**src/rtl/core/ewv_pkg.sv**
```systemverilog
package ewv_pkg;

    // Word length limit and counter width (counter saturates at MAX_WORD_LEN + 1)
    localparam int MAX_WORD_LEN = 75;
    localparam int CNT_W        = $clog2(MAX_WORD_LEN + 2);
    localparam logic [CNT_W-1:0] MAX_CNT = CNT_W'(MAX_WORD_LEN);

    // Result field widths
    localparam int STATUS_W = 4;
    localparam int OFFSET_W = 7;

    // Status codes
    localparam logic [STATUS_W-1:0] ST_OK            = 4'd0;
    localparam logic [STATUS_W-1:0] ST_TOO_LONG      = 4'd1;
    localparam logic [STATUS_W-1:0] ST_NO_OPEN       = 4'd2;
    localparam logic [STATUS_W-1:0] ST_CHARSET_EMPTY = 4'd3;
    localparam logic [STATUS_W-1:0] ST_CHARSET_BAD   = 4'd4;
    localparam logic [STATUS_W-1:0] ST_NO_CS_DELIM   = 4'd5;
    localparam logic [STATUS_W-1:0] ST_BAD_ENCODING  = 4'd6;
    localparam logic [STATUS_W-1:0] ST_NO_ENC_DELIM  = 4'd7;
    localparam logic [STATUS_W-1:0] ST_NO_CLOSE      = 4'd8;
    localparam logic [STATUS_W-1:0] ST_TEXT_EMPTY    = 4'd9;
    localparam logic [STATUS_W-1:0] ST_TEXT_BAD      = 4'd10;
    localparam logic [STATUS_W-1:0] ST_Q_HEX         = 4'd11;
    localparam logic [STATUS_W-1:0] ST_B_CHAR        = 4'd12;
    localparam logic [STATUS_W-1:0] ST_B_LENGTH      = 4'd13;
    localparam logic [STATUS_W-1:0] ST_B_PADDING     = 4'd14;

    // Character constants
    localparam logic [7:0] CH_PRINT_LO = 8'd33;
    localparam logic [7:0] CH_PRINT_HI = 8'd126;
    localparam logic [7:0] CH_QMARK    = 8'h3F;
    localparam logic [7:0] CH_EQUAL    = 8'h3D;
    localparam logic [7:0] CH_PLUS     = 8'h2B;
    localparam logic [7:0] CH_SLASH    = 8'h2F;

    // Per-byte classification flags
    typedef struct packed {
        logic tok;     // charset token character
        logic hex;     // hex digit
        logic b64;     // base64 alphabet, no pad
        logic qtext;   // printable, not '?'
        logic enc_q;   // Q or q
        logic enc_b;   // B or b
        logic qmark;   // '?'
        logic equal;   // '='
    } char_class_t;

endpackage

```
**src/rtl/core/ewv_in_if.sv**
```systemverilog
interface ewv_in_if;
    logic       valid;
    logic       ready;
    logic [7:0] word_byte;
    logic       last_byte;

    modport source (output valid, output word_byte, output last_byte, input ready);
    modport sink   (input valid, input word_byte, input last_byte, output ready);
endinterface

```
**src/rtl/core/ewv_out_if.sv**
```systemverilog
interface ewv_out_if;
    logic                          valid;
    logic                          ready;
    logic [ewv_pkg::STATUS_W-1:0]  status;
    logic [ewv_pkg::OFFSET_W-1:0]  error_offset;

    modport source (output valid, output status, output error_offset, input ready);
    modport sink   (input valid, input status, input error_offset, output ready);
endinterface

```
**src/rtl/core/ewv_classify.sv**
```systemverilog
module ewv_classify (
    input  logic [7:0]           ch,
    output ewv_pkg::char_class_t cls
);
    import ewv_pkg::*;

    logic printable;
    logic special;

    // Token specials: ( ) < > @ , ; : \ " / [ ] ? =
    always_comb
    begin
        unique case (ch)
            8'h28, 8'h29, 8'h3C, 8'h3E, 8'h40, 8'h2C, 8'h3B, 8'h3A,
            8'h5C, 8'h22, CH_SLASH, 8'h5B, 8'h5D, CH_QMARK, CH_EQUAL: special = 1'b1;
            default: special = 1'b0;
        endcase
    end

    assign printable = (ch >= CH_PRINT_LO) && (ch <= CH_PRINT_HI);

    assign cls.tok   = printable && !special;
    assign cls.hex   = (ch >= 8'h30 && ch <= 8'h39) || (ch >= 8'h41 && ch <= 8'h46) ||
                       (ch >= 8'h61 && ch <= 8'h66);
    assign cls.b64   = (ch >= 8'h41 && ch <= 8'h5A) || (ch >= 8'h61 && ch <= 8'h7A) ||
                       (ch >= 8'h30 && ch <= 8'h39) || ch == CH_PLUS || ch == CH_SLASH;
    assign cls.qtext = printable && (ch != CH_QMARK);
    assign cls.enc_q = (ch == 8'h51) || (ch == 8'h71);
    assign cls.enc_b = (ch == 8'h42) || (ch == 8'h62);
    assign cls.qmark = (ch == CH_QMARK);
    assign cls.equal = (ch == CH_EQUAL);

endmodule

```
**src/rtl/core/encoded_word_validator.sv**
```systemverilog
// Encoded-word validator: one byte per transfer, one result per word.
// Result path: the last byte is held in the input register, then parse logic
// loads the result register from it (a pending result can stall that load).
// Throughput: one byte per cycle; a pending result only stalls the next word's
// last byte (and the bytes behind it), all other bytes keep flowing.
// Reset (rst_n low, async): parser state cleared, input and result stages empty.
module encoded_word_validator (
    input  logic       clk,
    input  logic       rst_n,
    ewv_in_if.sink     word_ch,
    ewv_out_if.source  result_ch
);
    import ewv_pkg::*;

    typedef enum logic [2:0] {
        PH_OPEN, PH_CS_FIRST, PH_CS_REST, PH_ENC, PH_ENC_DELIM, PH_TEXT, PH_HALT
    } phase_t;

    // Input stage
    logic                s1_valid_reg;
    logic [7:0]          s1_byte_reg;
    logic                s1_last_reg;

    // Parser state
    logic [CNT_W-1:0]    cnt_reg, cnt_next;
    logic [7:0]          d0_reg, d0_next;
    logic [7:0]          d1_reg, d1_next;
    phase_t              phase_reg, phase_next;
    logic                b64_reg, b64_next;
    logic [1:0]          pad_reg, pad_next;
    logic [1:0]          esc_reg, esc_next;
    logic [1:0]          mod4_reg, mod4_next;
    logic [STATUS_W-1:0] err_code_reg, err_code_next;
    logic [CNT_W-1:0]    err_pos_reg, err_pos_next;
    logic                open_bad_reg, open_bad_next;
    logic [CNT_W-1:0]    text_start_reg, text_start_next;
    logic [CNT_W-1:0]    pad_pos_reg, pad_pos_next;

    // Result stage
    logic                out_valid_reg;
    logic [STATUS_W-1:0] status_reg;
    logic [CNT_W-1:0]    offset_reg;

    logic                advance;
    logic                step;
    logic                load;
    logic [CNT_W-1:0]    text_pos;
    logic [STATUS_W-1:0] res_status;
    logic [CNT_W-1:0]    res_offset;
    char_class_t         cls_cur;
    char_class_t         cls_txt;

    // Classify the incoming byte (structure) and the delayed byte (text)
    ewv_classify u_cls_cur (.ch(s1_byte_reg), .cls(cls_cur));
    ewv_classify u_cls_txt (.ch(d1_reg),      .cls(cls_txt));

    // Handshake: a non-last byte never needs the result slot
    assign advance = !s1_last_reg || !out_valid_reg || result_ch.ready;
    assign step    = s1_valid_reg && advance;
    assign load    = step && s1_last_reg;
    assign word_ch.ready = !s1_valid_reg || advance;

    assign text_pos = cnt_reg - CNT_W'(2);

    // Parser next state and end-of-word result
    always_comb
    begin
        cnt_next        = cnt_reg;
        d0_next         = d0_reg;
        d1_next         = d1_reg;
        phase_next      = phase_reg;
        b64_next        = b64_reg;
        pad_next        = pad_reg;
        esc_next        = esc_reg;
        mod4_next       = mod4_reg;
        err_code_next   = err_code_reg;
        err_pos_next    = err_pos_reg;
        open_bad_next   = open_bad_reg;
        text_start_next = text_start_reg;
        pad_pos_next    = pad_pos_reg;

        if (cnt_reg < MAX_CNT)
        begin
            if (phase_reg == PH_TEXT && cnt_reg >= CNT_W'(2) && text_pos >= text_start_reg)
            begin
                // Text byte, checked once it cannot be part of the closing "?="
                if (!b64_reg)
                begin
                    if (esc_reg != 2'd0)
                    begin
                        if (cls_txt.hex)
                        begin
                            esc_next = esc_reg - 2'd1;
                        end
                        else
                        begin
                            err_code_next = ST_Q_HEX;
                            err_pos_next  = text_pos - CNT_W'(3) + CNT_W'(esc_reg);
                            phase_next    = PH_HALT;
                        end
                    end
                    else if (cls_txt.equal)
                    begin
                        esc_next = 2'd2;
                    end
                    else if (!cls_txt.qtext)
                    begin
                        err_code_next = ST_TEXT_BAD;
                        err_pos_next  = text_pos;
                        phase_next    = PH_HALT;
                    end
                end
                else
                begin
                    if (cls_txt.equal)
                    begin
                        if (pad_reg == 2'd0)
                        begin
                            pad_pos_next = text_pos;
                        end
                        if (pad_reg != 2'd3)
                        begin
                            pad_next = pad_reg + 2'd1;
                        end
                        mod4_next = mod4_reg + 2'd1;
                    end
                    else if (pad_reg != 2'd0)
                    begin
                        err_code_next = ST_B_PADDING;
                        err_pos_next  = text_pos;
                        phase_next    = PH_HALT;
                    end
                    else if (!cls_txt.b64)
                    begin
                        err_code_next = ST_B_CHAR;
                        err_pos_next  = text_pos;
                        phase_next    = PH_HALT;
                    end
                    else
                    begin
                        mod4_next = mod4_reg + 2'd1;
                    end
                end
            end
            else if (phase_reg < PH_TEXT)
            begin
                // Header structure on the current byte
                unique case (phase_reg)
                    PH_OPEN:
                    begin
                        if (cnt_reg == CNT_W'(0) && !cls_cur.equal)
                        begin
                            open_bad_next = 1'b1;
                        end
                        if (cnt_reg == CNT_W'(1))
                        begin
                            if (!cls_cur.qmark)
                            begin
                                open_bad_next = 1'b1;
                            end
                            phase_next = PH_CS_FIRST;
                        end
                    end
                    PH_CS_FIRST:
                    begin
                        if (cls_cur.qmark)
                        begin
                            err_code_next = ST_CHARSET_EMPTY;
                            err_pos_next  = cnt_reg;
                            phase_next    = PH_HALT;
                        end
                        else if (!cls_cur.tok)
                        begin
                            err_code_next = ST_CHARSET_BAD;
                            err_pos_next  = cnt_reg;
                            phase_next    = PH_HALT;
                        end
                        else
                        begin
                            phase_next = PH_CS_REST;
                        end
                    end
                    PH_CS_REST:
                    begin
                        if (cls_cur.qmark)
                        begin
                            phase_next = PH_ENC;
                        end
                        else if (!cls_cur.tok)
                        begin
                            err_code_next = ST_CHARSET_BAD;
                            err_pos_next  = cnt_reg;
                            phase_next    = PH_HALT;
                        end
                    end
                    PH_ENC:
                    begin
                        if (cls_cur.enc_q)
                        begin
                            b64_next   = 1'b0;
                            phase_next = PH_ENC_DELIM;
                        end
                        else if (cls_cur.enc_b)
                        begin
                            b64_next   = 1'b1;
                            phase_next = PH_ENC_DELIM;
                        end
                        else
                        begin
                            err_code_next = ST_BAD_ENCODING;
                            err_pos_next  = cnt_reg;
                            phase_next    = PH_HALT;
                        end
                    end
                    PH_ENC_DELIM:
                    begin
                        if (cls_cur.qmark)
                        begin
                            phase_next      = PH_TEXT;
                            text_start_next = cnt_reg + CNT_W'(1);
                        end
                        else
                        begin
                            err_code_next = ST_NO_ENC_DELIM;
                            err_pos_next  = cnt_reg;
                            phase_next    = PH_HALT;
                        end
                    end
                    default:
                    begin
                    end
                endcase
            end
            d1_next = d0_reg;
            d0_next = s1_byte_reg;
        end

        // Saturating byte counter
        if (cnt_reg <= MAX_CNT)
        begin
            cnt_next = cnt_reg + CNT_W'(1);
        end

        // Final verdict, in priority order
        res_status = ST_OK;
        res_offset = '0;
        priority if (cnt_next > MAX_CNT)
        begin
            res_status = ST_TOO_LONG;
            res_offset = MAX_CNT;
        end
        else if (cnt_next < CNT_W'(2) || open_bad_next)
        begin
            res_status = ST_NO_OPEN;
        end
        else if (d1_next != CH_QMARK || !cls_cur.equal)
        begin
            res_status = ST_NO_CLOSE;
            res_offset = cnt_next - CNT_W'(2);
        end
        else if (err_code_next != ST_OK)
        begin
            res_status = err_code_next;
            res_offset = err_pos_next;
        end
        else if (phase_next == PH_CS_FIRST)
        begin
            res_status = ST_CHARSET_EMPTY;
            res_offset = cnt_next;
        end
        else if (phase_next == PH_CS_REST)
        begin
            res_status = ST_NO_CS_DELIM;
            res_offset = cnt_next;
        end
        else if (phase_next == PH_ENC)
        begin
            res_status = ST_BAD_ENCODING;
            res_offset = cnt_next;
        end
        else if (phase_next == PH_ENC_DELIM)
        begin
            res_status = ST_NO_ENC_DELIM;
            res_offset = cnt_next;
        end
        else if (text_start_next >= cnt_next - CNT_W'(2))
        begin
            res_status = ST_TEXT_EMPTY;
            res_offset = text_start_next;
        end
        else if (!b64_next)
        begin
            if (esc_next != 2'd0)
            begin
                res_status = ST_Q_HEX;
                res_offset = cnt_next - CNT_W'(5) + CNT_W'(esc_next);
            end
        end
        else if (pad_next > 2'd2)
        begin
            res_status = ST_B_PADDING;
            res_offset = pad_pos_next;
        end
        else if (mod4_next != 2'd0)
        begin
            res_status = ST_B_LENGTH;
            res_offset = cnt_next - CNT_W'(2);
        end
        else
        begin
            // Well-formed base64 word
            res_status = ST_OK;
        end
    end

    // Input stage, parser state and result register
    always_ff @(posedge clk or negedge rst_n)
    begin
        if (!rst_n)
        begin
            s1_valid_reg   <= 1'b0;
            s1_byte_reg    <= '0;
            s1_last_reg    <= 1'b0;
            cnt_reg        <= '0;
            d0_reg         <= '0;
            d1_reg         <= '0;
            phase_reg      <= PH_OPEN;
            b64_reg        <= 1'b0;
            pad_reg        <= '0;
            esc_reg        <= '0;
            mod4_reg       <= '0;
            err_code_reg   <= ST_OK;
            err_pos_reg    <= '0;
            open_bad_reg   <= 1'b0;
            text_start_reg <= '0;
            pad_pos_reg    <= '0;
            out_valid_reg  <= 1'b0;
            status_reg     <= ST_OK;
            offset_reg     <= '0;
        end
        else
        begin
            // Input register
            if (word_ch.valid && word_ch.ready)
            begin
                s1_valid_reg <= 1'b1;
                s1_byte_reg  <= word_ch.word_byte;
                s1_last_reg  <= word_ch.last_byte;
            end
            else if (advance)
            begin
                s1_valid_reg <= 1'b0;
            end

            // Parser state: cleared after each word
            if (step)
            begin
                if (s1_last_reg)
                begin
                    cnt_reg        <= '0;
                    d0_reg         <= '0;
                    d1_reg         <= '0;
                    phase_reg      <= PH_OPEN;
                    b64_reg        <= 1'b0;
                    pad_reg        <= '0;
                    esc_reg        <= '0;
                    mod4_reg       <= '0;
                    err_code_reg   <= ST_OK;
                    err_pos_reg    <= '0;
                    open_bad_reg   <= 1'b0;
                    text_start_reg <= '0;
                    pad_pos_reg    <= '0;
                end
                else
                begin
                    cnt_reg        <= cnt_next;
                    d0_reg         <= d0_next;
                    d1_reg         <= d1_next;
                    phase_reg      <= phase_next;
                    b64_reg        <= b64_next;
                    pad_reg        <= pad_next;
                    esc_reg        <= esc_next;
                    mod4_reg       <= mod4_next;
                    err_code_reg   <= err_code_next;
                    err_pos_reg    <= err_pos_next;
                    open_bad_reg   <= open_bad_next;
                    text_start_reg <= text_start_next;
                    pad_pos_reg    <= pad_pos_next;
                end
            end

            // Result register
            if (load)
            begin
                out_valid_reg <= 1'b1;
                status_reg    <= res_status;
                offset_reg    <= res_offset;
            end
            else if (result_ch.ready)
            begin
                out_valid_reg <= 1'b0;
            end
        end
    end

    assign result_ch.valid        = out_valid_reg;
    assign result_ch.status       = status_reg;
    assign result_ch.error_offset = OFFSET_W'(offset_reg);

    // A new result only comes from the last byte of a word
    assert property (@(posedge clk) disable iff (!rst_n)
        $rose(out_valid_reg) |-> $past(s1_valid_reg && s1_last_reg))
        else $error("result without a last byte");

    // Parser is cleared for the next word once a result is taken in
    assert property (@(posedge clk) disable iff (!rst_n)
        load |=> (cnt_reg == '0 && phase_reg == PH_OPEN && err_code_reg == ST_OK))
        else $error("parser not cleared after word");

    // Byte counter saturates one past the length limit
    assert property (@(posedge clk) disable iff (!rst_n)
        cnt_reg <= MAX_CNT + CNT_W'(1))
        else $error("byte counter overran");

    // Halted parser always holds a recorded error
    assert property (@(posedge clk) disable iff (!rst_n)
        (phase_reg == PH_HALT) |-> (err_code_reg != ST_OK))
        else $error("halted without an error");

    // An accepted word reports offset zero
    assert property (@(posedge clk) disable iff (!rst_n)
        (out_valid_reg && status_reg == ST_OK) |-> (offset_reg == '0))
        else $error("ok result with nonzero offset");

endmodule
```
**src/flat_wrapper.sv**
```systemverilog
// flat-port wrapper written by rule: the top's interface ports become plain ports
module encoded_word_validator_flat import ewv_pkg::*;
  (clk, rst_n, word_ch_valid, word_ch_word_byte, word_ch_last_byte, word_ch_ready, result_ch_valid, result_ch_status, result_ch_error_offset, result_ch_ready);
  ewv_in_if word_ch_i ();
  ewv_out_if result_ch_i ();
  input  logic clk;
  input  logic rst_n;
  input wire logic [$bits(word_ch_i.valid)-1:0] word_ch_valid;
  input wire logic [$bits(word_ch_i.word_byte)-1:0] word_ch_word_byte;
  input wire logic [$bits(word_ch_i.last_byte)-1:0] word_ch_last_byte;
  output wire logic [$bits(word_ch_i.ready)-1:0] word_ch_ready;
  output wire logic [$bits(result_ch_i.valid)-1:0] result_ch_valid;
  output wire logic [$bits(result_ch_i.status)-1:0] result_ch_status;
  output wire logic [$bits(result_ch_i.error_offset)-1:0] result_ch_error_offset;
  input wire logic [$bits(result_ch_i.ready)-1:0] result_ch_ready;
  assign word_ch_i.valid = word_ch_valid;
  assign word_ch_i.word_byte = word_ch_word_byte;
  assign word_ch_i.last_byte = word_ch_last_byte;
  assign word_ch_ready = word_ch_i.ready;
  assign result_ch_valid = result_ch_i.valid;
  assign result_ch_status = result_ch_i.status;
  assign result_ch_error_offset = result_ch_i.error_offset;
  assign result_ch_i.ready = result_ch_ready;
  encoded_word_validator u_core (.clk(clk), .rst_n(rst_n), .word_ch(word_ch_i), .result_ch(result_ch_i));
endmodule
```
**config.mk**
```make
export PLATFORM = sky130hd
export DESIGN_NAME = encoded_word_validator_flat
export DESIGN_NICKNAME = d
export VERILOG_FILES = /design/src/rtl/core/ewv_pkg.sv /design/src/rtl/core/ewv_in_if.sv /design/src/rtl/core/ewv_out_if.sv /design/src/rtl/core/ewv_classify.sv /design/src/rtl/core/encoded_word_validator.sv /design/src/flat_wrapper.sv
export SDC_FILE = /design/constraint.sdc
export NUM_CORES = 1
export LEC_CHECK = 0
export BUFFER_PORTS_ARGS = -buffer_cell sky130_fd_sc_hd__buf_2
export CORE_MARGIN = 10
export CORE_UTILIZATION = 60
export CTS_CLUSTER_DIAMETER = 40
export DETAILED_ROUTE_END_ITERATION = 12
export HOLD_SLACK_MARGIN = 0.02
export PLACE_DENSITY = 0.87
export SETUP_SLACK_MARGIN = 0.05
export SYNTH_ARGS = -nofsm -noshare
export SYNTH_HDL_FRONTEND = slang
export SYNTH_SLANG_ARGS = --single-unit
```
**constraint.sdc**
```tcl
create_clock -name clk -period 6.7 [get_ports clk]
set_input_delay 1.34 -clock clk [delete_from_list [all_inputs] [get_ports clk]]
set_output_delay 1.34 -clock clk [all_outputs]
set_load 0.01 [all_outputs]
```
# ---- Yosys cells after proc, flatten, opt, wreduce, memory -nomap -nowiden
# Cells that the tools add are included.
dict set report word_totals {
  wordCells 274
  output_inout_bits 13
  regBits 81
  inputBits 13
}
dict set report classes {
  add_sub_neg 10
  reduce_logical 46
  mux 143
  n_eq_ne 35
  order_cmp 21
}
# cell count
set op_table {}
lappend op_table {{2-to-1 mux 7 bit} 45}
lappend op_table {{2-to-1 mux 4 bit} 31}
lappend op_table {{== test 8 x 6 -> 1 bit, second input constant} 14}
lappend op_table {{== test 8 x 7 -> 1 bit, second input constant} 8}
lappend op_table {{2-to-1 mux 3 bit} 18}
lappend op_table {{<= comparator 8 x 7 -> 1 bit, second input constant} 6}
lappend op_table {{2-to-1 mux 2 bit} 22}
lappend op_table {{2-to-1 mux 8 bit} 4}
lappend op_table {{case mux 7 bit (4 select lines)} 1}
lappend op_table {{greater-or-equal comparator 8 x 6 -> 1 bit, second input constant} 3}
lappend op_table {{subtractor 7 x 2 -> 7 bit, second input constant} 3}
lappend op_table {{2-to-1 mux 1 bit} 20}
lappend op_table {{greater-or-equal comparator 8 x 7 -> 1 bit, second input constant} 2}
lappend op_table {{!= test 8 x 6 -> 1 bit, second input constant} 2}
lappend op_table {{case mux 4 bit (4 select lines)} 1}
lappend op_table {{logical AND 1 bit} 15}
lappend op_table {{case mux 3 bit (5 select lines)} 1}
lappend op_table {{OR reduction 15 bit} 1}
lappend op_table {{adder 7 x 2 -> 7 bit} 2}
lappend op_table {{greater-or-equal comparator 7 bit} 2}
lappend op_table {{nonzero test 2 bit} 7}
lappend op_table {{logical OR 1 bit} 13}
lappend op_table {{== test 3 x 2 -> 1 bit, second input constant} 4}
lappend op_table {{== test 3 bit, second input constant} 3}
lappend op_table {{other kinds (21)} 27}

# ---- Logic depth before layout (Yosys ltp)
# Gate-level depths: netlist (run 1).
dict set report depth {
  depth_word 25
  ltp_mapped 24
  depth_no_buf 23
}

# ---- By module
# From an unflattened synthesis (run 1), not the netlist that was laid out.
dict set report hier_totals {
  hier_cells 889
  hier_area_um2 7180.6
}
# module cells_each seq_area_each_um2 instances area_each_um2
set modules_own_cells {}
lappend modules_own_cells {encoded_word_validator 773 2026.9 1 6421.2}
lappend modules_own_cells {{ewv_classify at u_core.u_cls_txt} 64 0.0 1 389.1}
lappend modules_own_cells {{ewv_classify at u_core.u_cls_cur} 52 0.0 1 370.4}

# ---- Worst setup path after synthesis (run 1)
# No wires, ideal clock.
dict set report synth_timing {
  path_type {reg2reg}
  start {register u_core.cnt_reg[1]}
  end {register u_core.offset_reg[5] (netlist: u_core.result_ch.error_offset[5])}
  path_buffers 1
  path_slack_ps 1827
  stages_incl_launch_ff 24
  setup_ps 127
  t_arrival_ps 4746
  path_cell_list {dfrtp_1 > clkbuf_1 > inv_1 > ha_1 > nor3b_1 > xnor2_1 > inv_1 > ha_1 > nand3_1 > nand2_1 > o31ai_1 > nor4_1 > a21oi_1 > o21bai_1 > ha_1 > inv_1 > ha_1 > fa_1 > a21oi_1 > xnor2_1 > a221oi_1 > nand2_1 > a311oi_1 > o21ai_1}
}
dict set report synth_between {
  elab_chain_len 18
  elab_cells_between_ends 87
}
# element line
set synth_lines {}
lappend synth_lines {{start: declaration} encoded_word_validator.sv:25} ;# logic [CNT_W-1:0] cnt_reg, cnt_next;
lappend synth_lines {{start signal: assignment} encoded_word_validator.sv:376} ;# cnt_reg <= cnt_next;
lappend synth_lines {{branches (longest 17 deep; another with subtractor 7 x 2 -> 7 bit)} --}
lappend synth_lines {{2-to-1 mux 7 bit (*)} encoded_word_validator.sv:247} ;# priority if (cnt_next > MAX_CNT)
lappend synth_lines {{end signal: assignment} encoded_word_validator.sv:397} ;# offset_reg <= res_offset;
lappend synth_lines {{end: declaration} encoded_word_validator.sv:42} ;# logic [CNT_W-1:0] offset_reg;
# Every way passes the cells marked *.
# A chain may end at the register's enable or synchronous reset.

# ---- Final worst setup path (run 1)
# Same ends and word-level chain as after synthesis.

==> results.cfg, run 1 <==
[global_routing]
grt_pass1_wl_microns = 37700
grt_max_degree = 82
gr-total-overflow = 0
grt_pass1_vias = 7082
grt_use_total = 0.274
antenna_found_initial = 0

[logic_synthesis]
synth-simple-area-share = 0.203
synth-xor-area-share = 0.0307
synthTopCellsByCount = 94 x nand2_1, 81 x dfrtp_1, 81 x o21ai_0
yosysUniqueCellTypes = 97
synth_compound_area_frac = 0.318
synthFlopType = dfrtp_1
yosys.area.top_type = dfrtp_1
synth-edff-count = 0
yosysMostFrequentCell = nand2_1
synth-seq-area-share = 0.277
async_flop_share = 1.00
syn-num-nets = 970
synth-seq-cells = 81
netlist_area_sq_mm = 0.00733
synth_top_family_by_area = compound AO/OA/AOI/OAI gates
synthAdderAreaFrac = 0.0686
ys_top_cells_by_area = dfrtp_1 28%, ha_1 6.3%, o21ai_0 5.5%, nand2_1 4.8%, a21oi_1 4.4%
yosys_warnings = 0
yosys.area.top_type_share = 0.277
synth.avg_cell_area_sq_um = 7.98
synth_mux_area_frac = 0.0429
postSynthCellCount = 918

[timing]
period_minus_slack_ns = 5.80
setup_viol = 0
finalCritPeriodShare = 0.866
tightest_slew_ns = 1.11
slew_headroom = 0.259
drv_slew = 0
maxClockFrequency_mhz = 172
fin_hold_ws_ns = 0.494
rsz0062_at_grt = false
finalClockSkew_ns = 0.00809
final.setup.worst_slack_ns = 0.897
tns_ns = 0
hold_viol = 0

[min_path]
min_path_type = reg2reg

[cells_and_area]
fin_nets = 954
diodes = 0
nFillCells = 957
finish.utilization = 0.647
fin_area_sq_mm = 0.00773
stdcell_count = 1054
area_growth_pct = 5.57
drive_above_1_share = 0.107

[placement]
gp_congestion = 1.07
io_buffers = 25
pre_cts_slack_ns = 1.16
dpl-instance-area_sq_mm = 0.00745
dpl.hpwl_microns = 16700
dp.cells = 1038

[floorplan]
die_area_sq_mm = 0.0170
core_sq_mm = 0.0120
ios = 26
start_util = 0.613
die_h_microns = 131
die_width_microns = 131
rows = 40

[clocking]
insertion_delay_ns = 0.36
clock-root-buffer = clkbuf_16
htree_levels = 3
clock_sinks = 81
clk_pin_slew_ns = 0.07
clock_path_buffers = 2
numCtsBuffers = 9
cts_tree = built
hold_buffers = 0
cts.repair.resized = 0
post-cts-setup-buffers = 0

[worst_setup_path]
cp_max_fo = 14
worstSetupStartpointType = register
required_ns = 6.93
r2r_slack_ns = 0.90
crit_end = u_core.result_ch.error_offset[5]
slowest_delay_ns = 0.67
worstReg2RegStart = u_core.cnt_reg[1]
crit_path_end_kind = register
critPathTopFamily = compound AO/OA/AOI/OAI gates
worstRegToRegCells = 22
critPathLaunch = u_core.cnt_reg[1]
crit_top_cell = ha_1
slowest_stage = o31ai_1
crit_type = reg2reg
crit_cells = 22
r2r-end = u_core.result_ch.error_offset[5]
path_cells = inv_1 > ha_1 > nor3b_1 > xnor2_1 > inv_1 > ha_1 > nand3_1 > nand2_1 > o31ai_1 > nor4_1 > a21oi_1 > o21bai_1 > ha_1 > inv_1 > ha_1 > fa_1 > a21oi_1 > xnor2_1 > a221oi_1 > nand2_1 > a311oi_1 > o21ai_1
critical_path_arrival_ns = 6.04
cp_num_buf_inv = 3

[routing]
drt_iter0_drc = 1113
avgViaCountPerCell = 7.19
ant_nets = 0
via_count = 7578
firstDrtPassIters = 7
drc_errors = 0
finalWirelength_microns = 23400
wire_per_inst_microns = 22.2

[power]
power_leakage_nw = 3.24
peakVddDrop_mv = 0.422
p_per_area_mw_per_mm2 = 413
finalPower_mw = 3.20

[outcome]
status = completed

[flow_run]
maxCapViolations = 0
## worst register-to-register path: stages, from the launching register on
cell and delay [ns]:
dfrtp_1 0.63, inv_1 0.31, ha_1 0.32, nor3b_1 0.16
xnor2_1 0.27, inv_1 0.16, ha_1 0.32, nand3_1 0.09
nand2_1 0.09, o31ai_1 0.67, nor4_1 0.21, a21oi_1 0.29
o21bai_1 0.21, ha_1 0.19, inv_1 0.04, ha_1 0.22
fa_1 0.44, a21oi_1 0.22, xnor2_1 0.09, a221oi_1 0.27
nand2_1 0.10, a311oi_1 0.30, o21ai_1 0.10
## cell families after synthesis
group,after synthesis
multiplexers,30
AO/OA/AOI/OAI,336
adder cells (fa/ha/maj),39
flip-flops,81
AND/OR/NAND/NOR,298
XOR/XNOR,24
buffers and inverters,110
## area by class of cell
cell class	instances	area (sq um)	share of cell area
Multi-Input combinational cell	727	4850	0.627
Clock inverter	7	58.8	0.00760
Inverter	47	176	0.0228
Tap cell	147	184	0.0238
Timing Repair Buffer	36	210	0.0272
Sequential cell	81	2030	0.262
Clock buffer	9	225	0.0291
## layer usage
layer / track usage / wire (microns)
met5: 0 / 0
met1: 0.363 / 9260
met3: 0.0709 / 2960
met4: 0.117 / 869
met2: 0.415 / 10300
## worst min path at each step
stage | start | to | slack (ns) | depth (start not counted)
floorplan | u_core.pad_pos_reg[0] | u_core.pad_pos_reg[0] | 0.45 | 2
global placement | u_core.result_ch.status[2] | u_core.result_ch.status[2] | 0.46 | 2
detailed placement | u_core.pad_pos_reg[0] | u_core.pad_pos_reg[0] | 0.48 | 2
CTS | u_core.pad_pos_reg[0] | u_core.pad_pos_reg[0] | 0.50 | 2
global route | u_core.pad_pos_reg[0] | u_core.pad_pos_reg[0] | 0.53 | 2
finish | u_core.result_ch.status[2] | u_core.result_ch.status[2] | 0.49 | 2
## where the power goes
part | internal (mW) | switching, mW | total, mW
clock | 0.258 | 0.232 | 0.490
sequential | 0.590 | 0.198 | 0.788
combinational | 0.694 | 1.22 | 1.92
## layout by cell type, fill, tap and decap left out, types with 7 or more instances in the layout
| cell | Yosys | routed |
|---|---|---|
| a2111oi_0 | 9 | 9 |
| a211oi_1 | 7 | 7 |
| a21o_1 | 15 | 15 |
| a21oi_1 | 64 | 64 |
| a221oi_1 | 8 | 8 |
| a22oi_1 | 16 | 16 |
| a31oi_1 | 7 | 7 |
| and2_1 | 8 | 8 |
| and3_1 | 11 | 11 |
| buf_2 | 12 | 24 |
| buf_4 | 0 | 12 |
| clkbuf_16 | 0 | 9 |
| dfrtp_1 | 81 | 81 |
| ha_1 | 37 | 37 |
| inv_1 | 46 | 46 |
| mux2_2 | 11 | 11 |
| mux2i_1 | 19 | 19 |
| nand2_1 | 94 | 94 |
| nand2b_1 | 9 | 9 |
| nand3_1 | 21 | 21 |
| nand4_1 | 7 | 7 |
| nor2_1 | 72 | 72 |
| nor2b_1 | 7 | 7 |
| nor3_1 | 17 | 17 |
| nor4_1 | 10 | 10 |
| o21a_1 | 8 | 8 |
| o21ai_0 | 81 | 80 |
| o221ai_1 | 16 | 16 |
| o22ai_1 | 24 | 24 |
| o31ai_1 | 8 | 8 |
| xnor2_1 | 14 | 14 |
| xor2_1 | 8 | 8 |
No activity file was read; power rests on OpenSTA's default activity.
==> run 2: changes to the inputs <==
- CORE_ASPECT_RATIO: unset -> 0.9
==> run 2 against run 1 <==
Compared with the run above:
- register-to-register slack better by 0.12 ns
- largest cell class unchanged
- critical path type unchanged
- largest power group unchanged
- highest routed layer unchanged
- global-route usage is 0.33 points lower
- critical path depth is 3 lower
- hold slack better by 0.0084 ns
- via count is 1.1% higher
- cell area hardly changed
==> results.cfg, run 2 (same netlist as run 1, synthesis figures left out) <==
[outcome]
status = completed

[global_routing]
antenna_found_initial = 0
grt_max_degree = 82
grt_pass1_wl_microns = 37500
gr-total-overflow = 0
grt_pass1_vias = 6980
grt_use_total = 0.271

[timing]
slew_headroom = 0.281
final.setup.worst_slack_ns = 1.02
rsz0062_at_grt = false
setup_viol = 0
tns_ns = 0
period_minus_slack_ns = 5.68
hold_viol = 0
tightest_slew_ns = 1.08
finalClockSkew_ns = 0.0152
drv_slew = 0
maxClockFrequency_mhz = 176
finalCritPeriodShare = 0.848

[floorplan]
die_width_microns = 136
ios = 26
core_sq_mm = 0.0120
die_area_sq_mm = 0.0170
rows = 38
start_util = 0.612
die_h_microns = 125

[routing]
finalWirelength_microns = 23400
via_count = 7665
avgViaCountPerCell = 7.20
drc_errors = 0
ant_nets = 0
drt_iter0_drc = 1290
firstDrtPassIters = 6
wire_per_inst_microns = 22.0

[cells_and_area]
final_common_cell = nand2_1
fin_area_sq_mm = 0.00774
diodes = 0
drive_above_1_share = 0.106
stdcell_count = 1065
fin_nets = 952
area_growth_pct = 5.58
final_cell_mix = 94 x nand2_1, 81 x dfrtp_1, 80 x o21ai_0

[worst_setup_path]
worstReg2RegStart = u_core.cnt_reg[2]
critical_path_arrival_ns = 5.92
worstRegToRegCells = 19
crit_end = u_core.result_ch.error_offset[4]
crit_path_end_kind = register
r2r-end = u_core.result_ch.error_offset[4]
required_ns = 6.94
worstSetupStartpointType = register
crit_type = reg2reg
r2r_slack_ns = 1.02
cp_max_fo = 18
critPathLaunch = u_core.cnt_reg[2]

[clocking]
post-cts-setup-buffers = 0
clock_path_buffers = 2
numCtsBuffers = 9
hold_buffers = 0
insertion_delay_ns = 0.37
htree_levels = 3
cts.repair.resized = 0
clock_sinks = 81
clock-root-buffer = clkbuf_16
cts_tree = built
clk_pin_slew_ns = 0.07

[placement]
dpl.hpwl_microns = 16700
io_buffers = 25
dpl-instance-area_sq_mm = 0.00745
pre_cts_slack_ns = 1.21
dp.cells = 1049
gp_congestion = 1.00

[power]
pwr-share-comb = 0.597
p_per_area_mw_per_mm2 = 414
power_leakage_nw = 3.23
clockPowerShare = 0.153
swShare = 0.521
finalPower_mw = 3.20
p_sw_mw = 1.67
peakVddDrop_mv = 0.325
internal_power_mw = 1.53
seqPwrFrac = 0.250

[min_path]
min_path_type = reg2reg

[flow_run]
maxCapViolations = 0
run 2: power by group through the flow:
stage / Sequential (mW) / Clock, mW / Combinational [mW]
2_1_floorplan: 0.671 / 0 / 1.45
3_3_place_gp: 0.789 / 0 / 1.79
5_1_grt: 0.819 / 0.504 / 2.07
4_1_cts: 0.785 / 0.486 / 1.83
3_5_place_dp: 0.793 / 0 / 1.82
6_report: 0.800 / 0.488 / 1.91
run 2: per-stage QoR:
stage / hold WS, ns / utilization
6_report: 0.502 / 0.646
5_1_grt: 0.530 / 0.646
4_1_cts: 0.495 / 0.646
3_5_place_dp: 0.481 / 0.622
3_3_place_gp: 0.466 / 0.622
2_1_floorplan: 0.450 / -
run 2: area by class of cell:
class	instances	area [sq um]
Clock buffer	10	239
Multi-Input combinational cell	727	4860
Sequential cell	81	2030
Fill cell	1037	4250
Inverter	47	176
Tap cell	160	200
Clock inverter	6	42.5
Timing Repair Buffer	34	195
run 2: worst min path at each step:
stage / from / endpoint / slack [ns] / cells after the start
5_1_grt: u_core.result_ch.status[3] / u_core.result_ch.status[3] / 0.53 / 1
3_5_place_dp: u_core.pad_pos_reg[0] / u_core.pad_pos_reg[0] / 0.48 / 2
4_1_cts: u_core.pad_pos_reg[0] / u_core.pad_pos_reg[0] / 0.50 / 2
6_report: u_core.result_ch.status[2] / u_core.result_ch.status[2] / 0.50 / 2
3_3_place_gp: u_core.err_code_reg[3] / u_core.err_code_reg[3] / 0.47 / 2
2_1_floorplan: u_core.pad_pos_reg[0] / u_core.pad_pos_reg[0] / 0.45 / 2
run 2: per-layer routing:
layer  track usage  up-vias  share of wire
met4         0.113        0          0.032
met3        0.0867       83           0.14
li1              -     3396              -
met5             0        -              0
met2         0.372      551           0.43
met1         0.378     3635           0.40
run 2: critical path, cell delays in order, from the launching register on:
cell and delay, ns:
dfrtp_1 0.72, inv_1 0.17, ha_1 0.25, a2111oi_2 0.50, or2_1 0.65, nand2_1 0.46
o21ai_0 0.41, inv_1 0.10, ha_1 0.27, nand2b_1 0.15, a21o_1 0.19, a21o_1 0.17
a21o_1 0.17, a21o_1 0.19, a31oi_1 0.19, buf_4 0.21, o221ai_1 0.14, a21oi_1 0.16
o221ai_1 0.14, a221o_1 0.31
==> run 3: changes to the inputs <==
- CORE_UTILIZATION: 60 -> 58
- clock period: 6.7 -> 5.1 ns (I/O delays scaled with it)
==> run 3 against run 2 <==
Compared with the run above:
- wire length is 3.3% higher
- clock power is 49% higher
- sequential power is 24% higher
- die area is 2.9% higher
- combinational power is 43% higher
- hold slack worse by 0.0045 ns
- global-route usage is 0.38 points lower
- flip-flop and latch count stayed put
- register-to-register slack worse by 0.65 ns
- via count is 0.39% higher
- clock skew is 0.0085 ns lower
- critical endpoint is now u_core.result_ch.error_offset[5]
- largest power group unchanged
- highest routed layer unchanged
==> results.cfg, run 3 (same netlist as run 1, synthesis figures left out) <==
[worst_setup_path]
crit_type = reg2reg
required_ns = 5.35
critical_path_arrival_ns = 4.97
path_cells = or2_2 > nor4_2 > xor2_1 > ha_1 > a21oi_1 > nand2_1 > o31ai_2 > nor4_4 > a21oi_1 > o21bai_1 > ha_1 > inv_1 > ha_1 > fa_1 > a21oi_1 > xnor2_1 > a221oi_1 > nand2_1 > a311oi_1 > o21ai_1
worstSetupStartpointType = register
slowest_delay_ns = 0.48
slowest_stage = dfrtp_1
crit_path_end_kind = register
cp_max_fo = 7

[clocking]
cts_tree = built
htree_levels = 3
numCtsBuffers = 9
post-cts-setup-buffers = 0
clock-root-buffer = clkbuf_16
insertion_delay_ns = 0.36
clk_pin_slew_ns = 0.07
clock_path_buffers = 2
clock_sinks = 81

[floorplan]
die_h_microns = 127
rows = 38
start_util = 0.600
core_sq_mm = 0.0122
ios = 26
die_area_sq_mm = 0.0175
die_width_microns = 138

[placement]
dpl-instance-area_sq_mm = 0.00769
dpl.hpwl_microns = 17500
gp_congestion = 1.07
io_buffers = 25

[global_routing]
grt_use_total = 0.267
antenna_found_initial = 0
grt_pass1_wl_microns = 38600
grt_max_degree = 82
gr-total-overflow = 0
grt_pass1_vias = 6969

[timing]
tns_ns = 0
maxClockFrequency_mhz = 212
finalClockSkew_ns = 0.00667
drv_slew = 0
period_minus_slack_ns = 4.73
hold_viol = 0
tightest_slew_ns = 1.16
slew_headroom = 0.221
rsz0062_at_grt = true
setup_viol = 0
finalCritPeriodShare = 0.927

[routing]
finalWirelength_microns = 24200
ant_nets = 0
via_count = 7695
wire_per_inst_microns = 22.0
avgViaCountPerCell = 7.01
firstDrtPassIters = 6
drc_errors = 0
drt_iter0_drc = 1252

[cells_and_area]
final_cell_mix = 93 x nand2_1, 81 x dfrtp_1, 79 x o21ai_0
fin_area_sq_mm = 0.00806
area_growth_pct = 10.0
fin_nets = 984
diodes = 0
drive_above_1_share = 0.143
final_common_cell = nand2_1

[power]
power_leakage_nw = 3.40
p_per_area_mw_per_mm2 = 554
peakVddDrop_mv = 0.424

[min_path]
min_path_type = reg2reg

[outcome]
status = completed

[flow_run]
maxCapViolations = 0
run 3: cell types whose count changed in the layout (fill, tap and decap cells not counted), moves of 2 or more:
cell       before  now
buf_4          10   42
nor4_1         10    8
clkinv_2        2    0
bufinv_16       0    2
run 3: area by class of cell:
type	count	area, sq um
clock inverters	7	104
well taps	160	200
repair buffers	66	435
multi-input cells	727	4890
inverters	47	176
fillers	980	4160
clock buffers	9	225
flip-flops and latches	81	2030
run 3: path summary, 6_finish.rpt:
| check | from | to | slack [ns] | cells past startpoint |
|---|---|---|---|---|
| min in group asynchronous | rst_n | u_core.d1_reg[1] | 0.86 | 1 |
| hold / removal | u_core.err_code_reg[3] | u_core.err_code_reg[3] | 0.50 | 2 |
| setup reg to reg | u_core.cnt_reg[4] | u_core.result_ch.error_offset[5] | 0.37 | 20 |
| max in group asynchronous | rst_n | u_core.cnt_reg[5] | 3.56 | 1 |
| hold reg to reg | u_core.err_code_reg[3] | u_core.err_code_reg[3] | 0.50 | 2 |
| setup / recovery | u_core.cnt_reg[4] | u_core.result_ch.error_offset[5] | 0.37 | 20 |
run 3: power by group:
group / total, mW / internal [mW] / switching, mW
Combinational: 2.74 / 0.993 / 1.75
Sequential: 0.996 / 0.776 / 0.220
Clock: 0.727 / 0.434 / 0.293
Total: 4.47 / 2.20 / 2.26
run 3: layer usage:
layer | vias to the layer above | track usage | wire length [microns]
met2 | 581 | 0.386 | 10100
met5 | - | 0 | 0
met1 | 3569 | 0.368 | 9820
met3 | 84 | 0.0746 | 3450
met4 | 0 | 0.102 | 782
li1 | 3461 | - | -
run 3: through the flow:
stage | cells | power, mW | utilization | hold slack (ns) | worst slack [ns]
final | 1097 | 4.47 | 0.660 | 0.498 | 0.373
after global routing | 1097 | 4.72 | 0.660 | 0.520 | 0.0137
after CTS | 1097 | 4.33 | 0.657 | 0.491 | 0.258
after detailed placement | 1081 | 3.58 | 0.630 | 0.476 | 0.264
after global placement | 1081 | 3.55 | 0.630 | 0.466 | 0.505
after floorplan | 918 | 2.79 | - | 0.450 | 0.227
run 3: repair_timing:
action                     CTS  global route
hold buffers                 0             0
gates resized for setup      0             9
setup endpoints to repair    0             5
run 3: critical path: cells and delay by family (launching register included):
| kind | cells | cell delay [ns] |
|---|---|---|
| AO/OA/AOI/OAI | 8 | 1.75 |
| AND/OR/NAND/NOR | 5 | 0.87 |
| flip-flops | 1 | 0.48 |
| adder cells (fa/ha/maj) | 4 | 1.12 |
| XOR/XNOR | 2 | 0.34 |
| buffers and inverters | 1 | 0.04 |
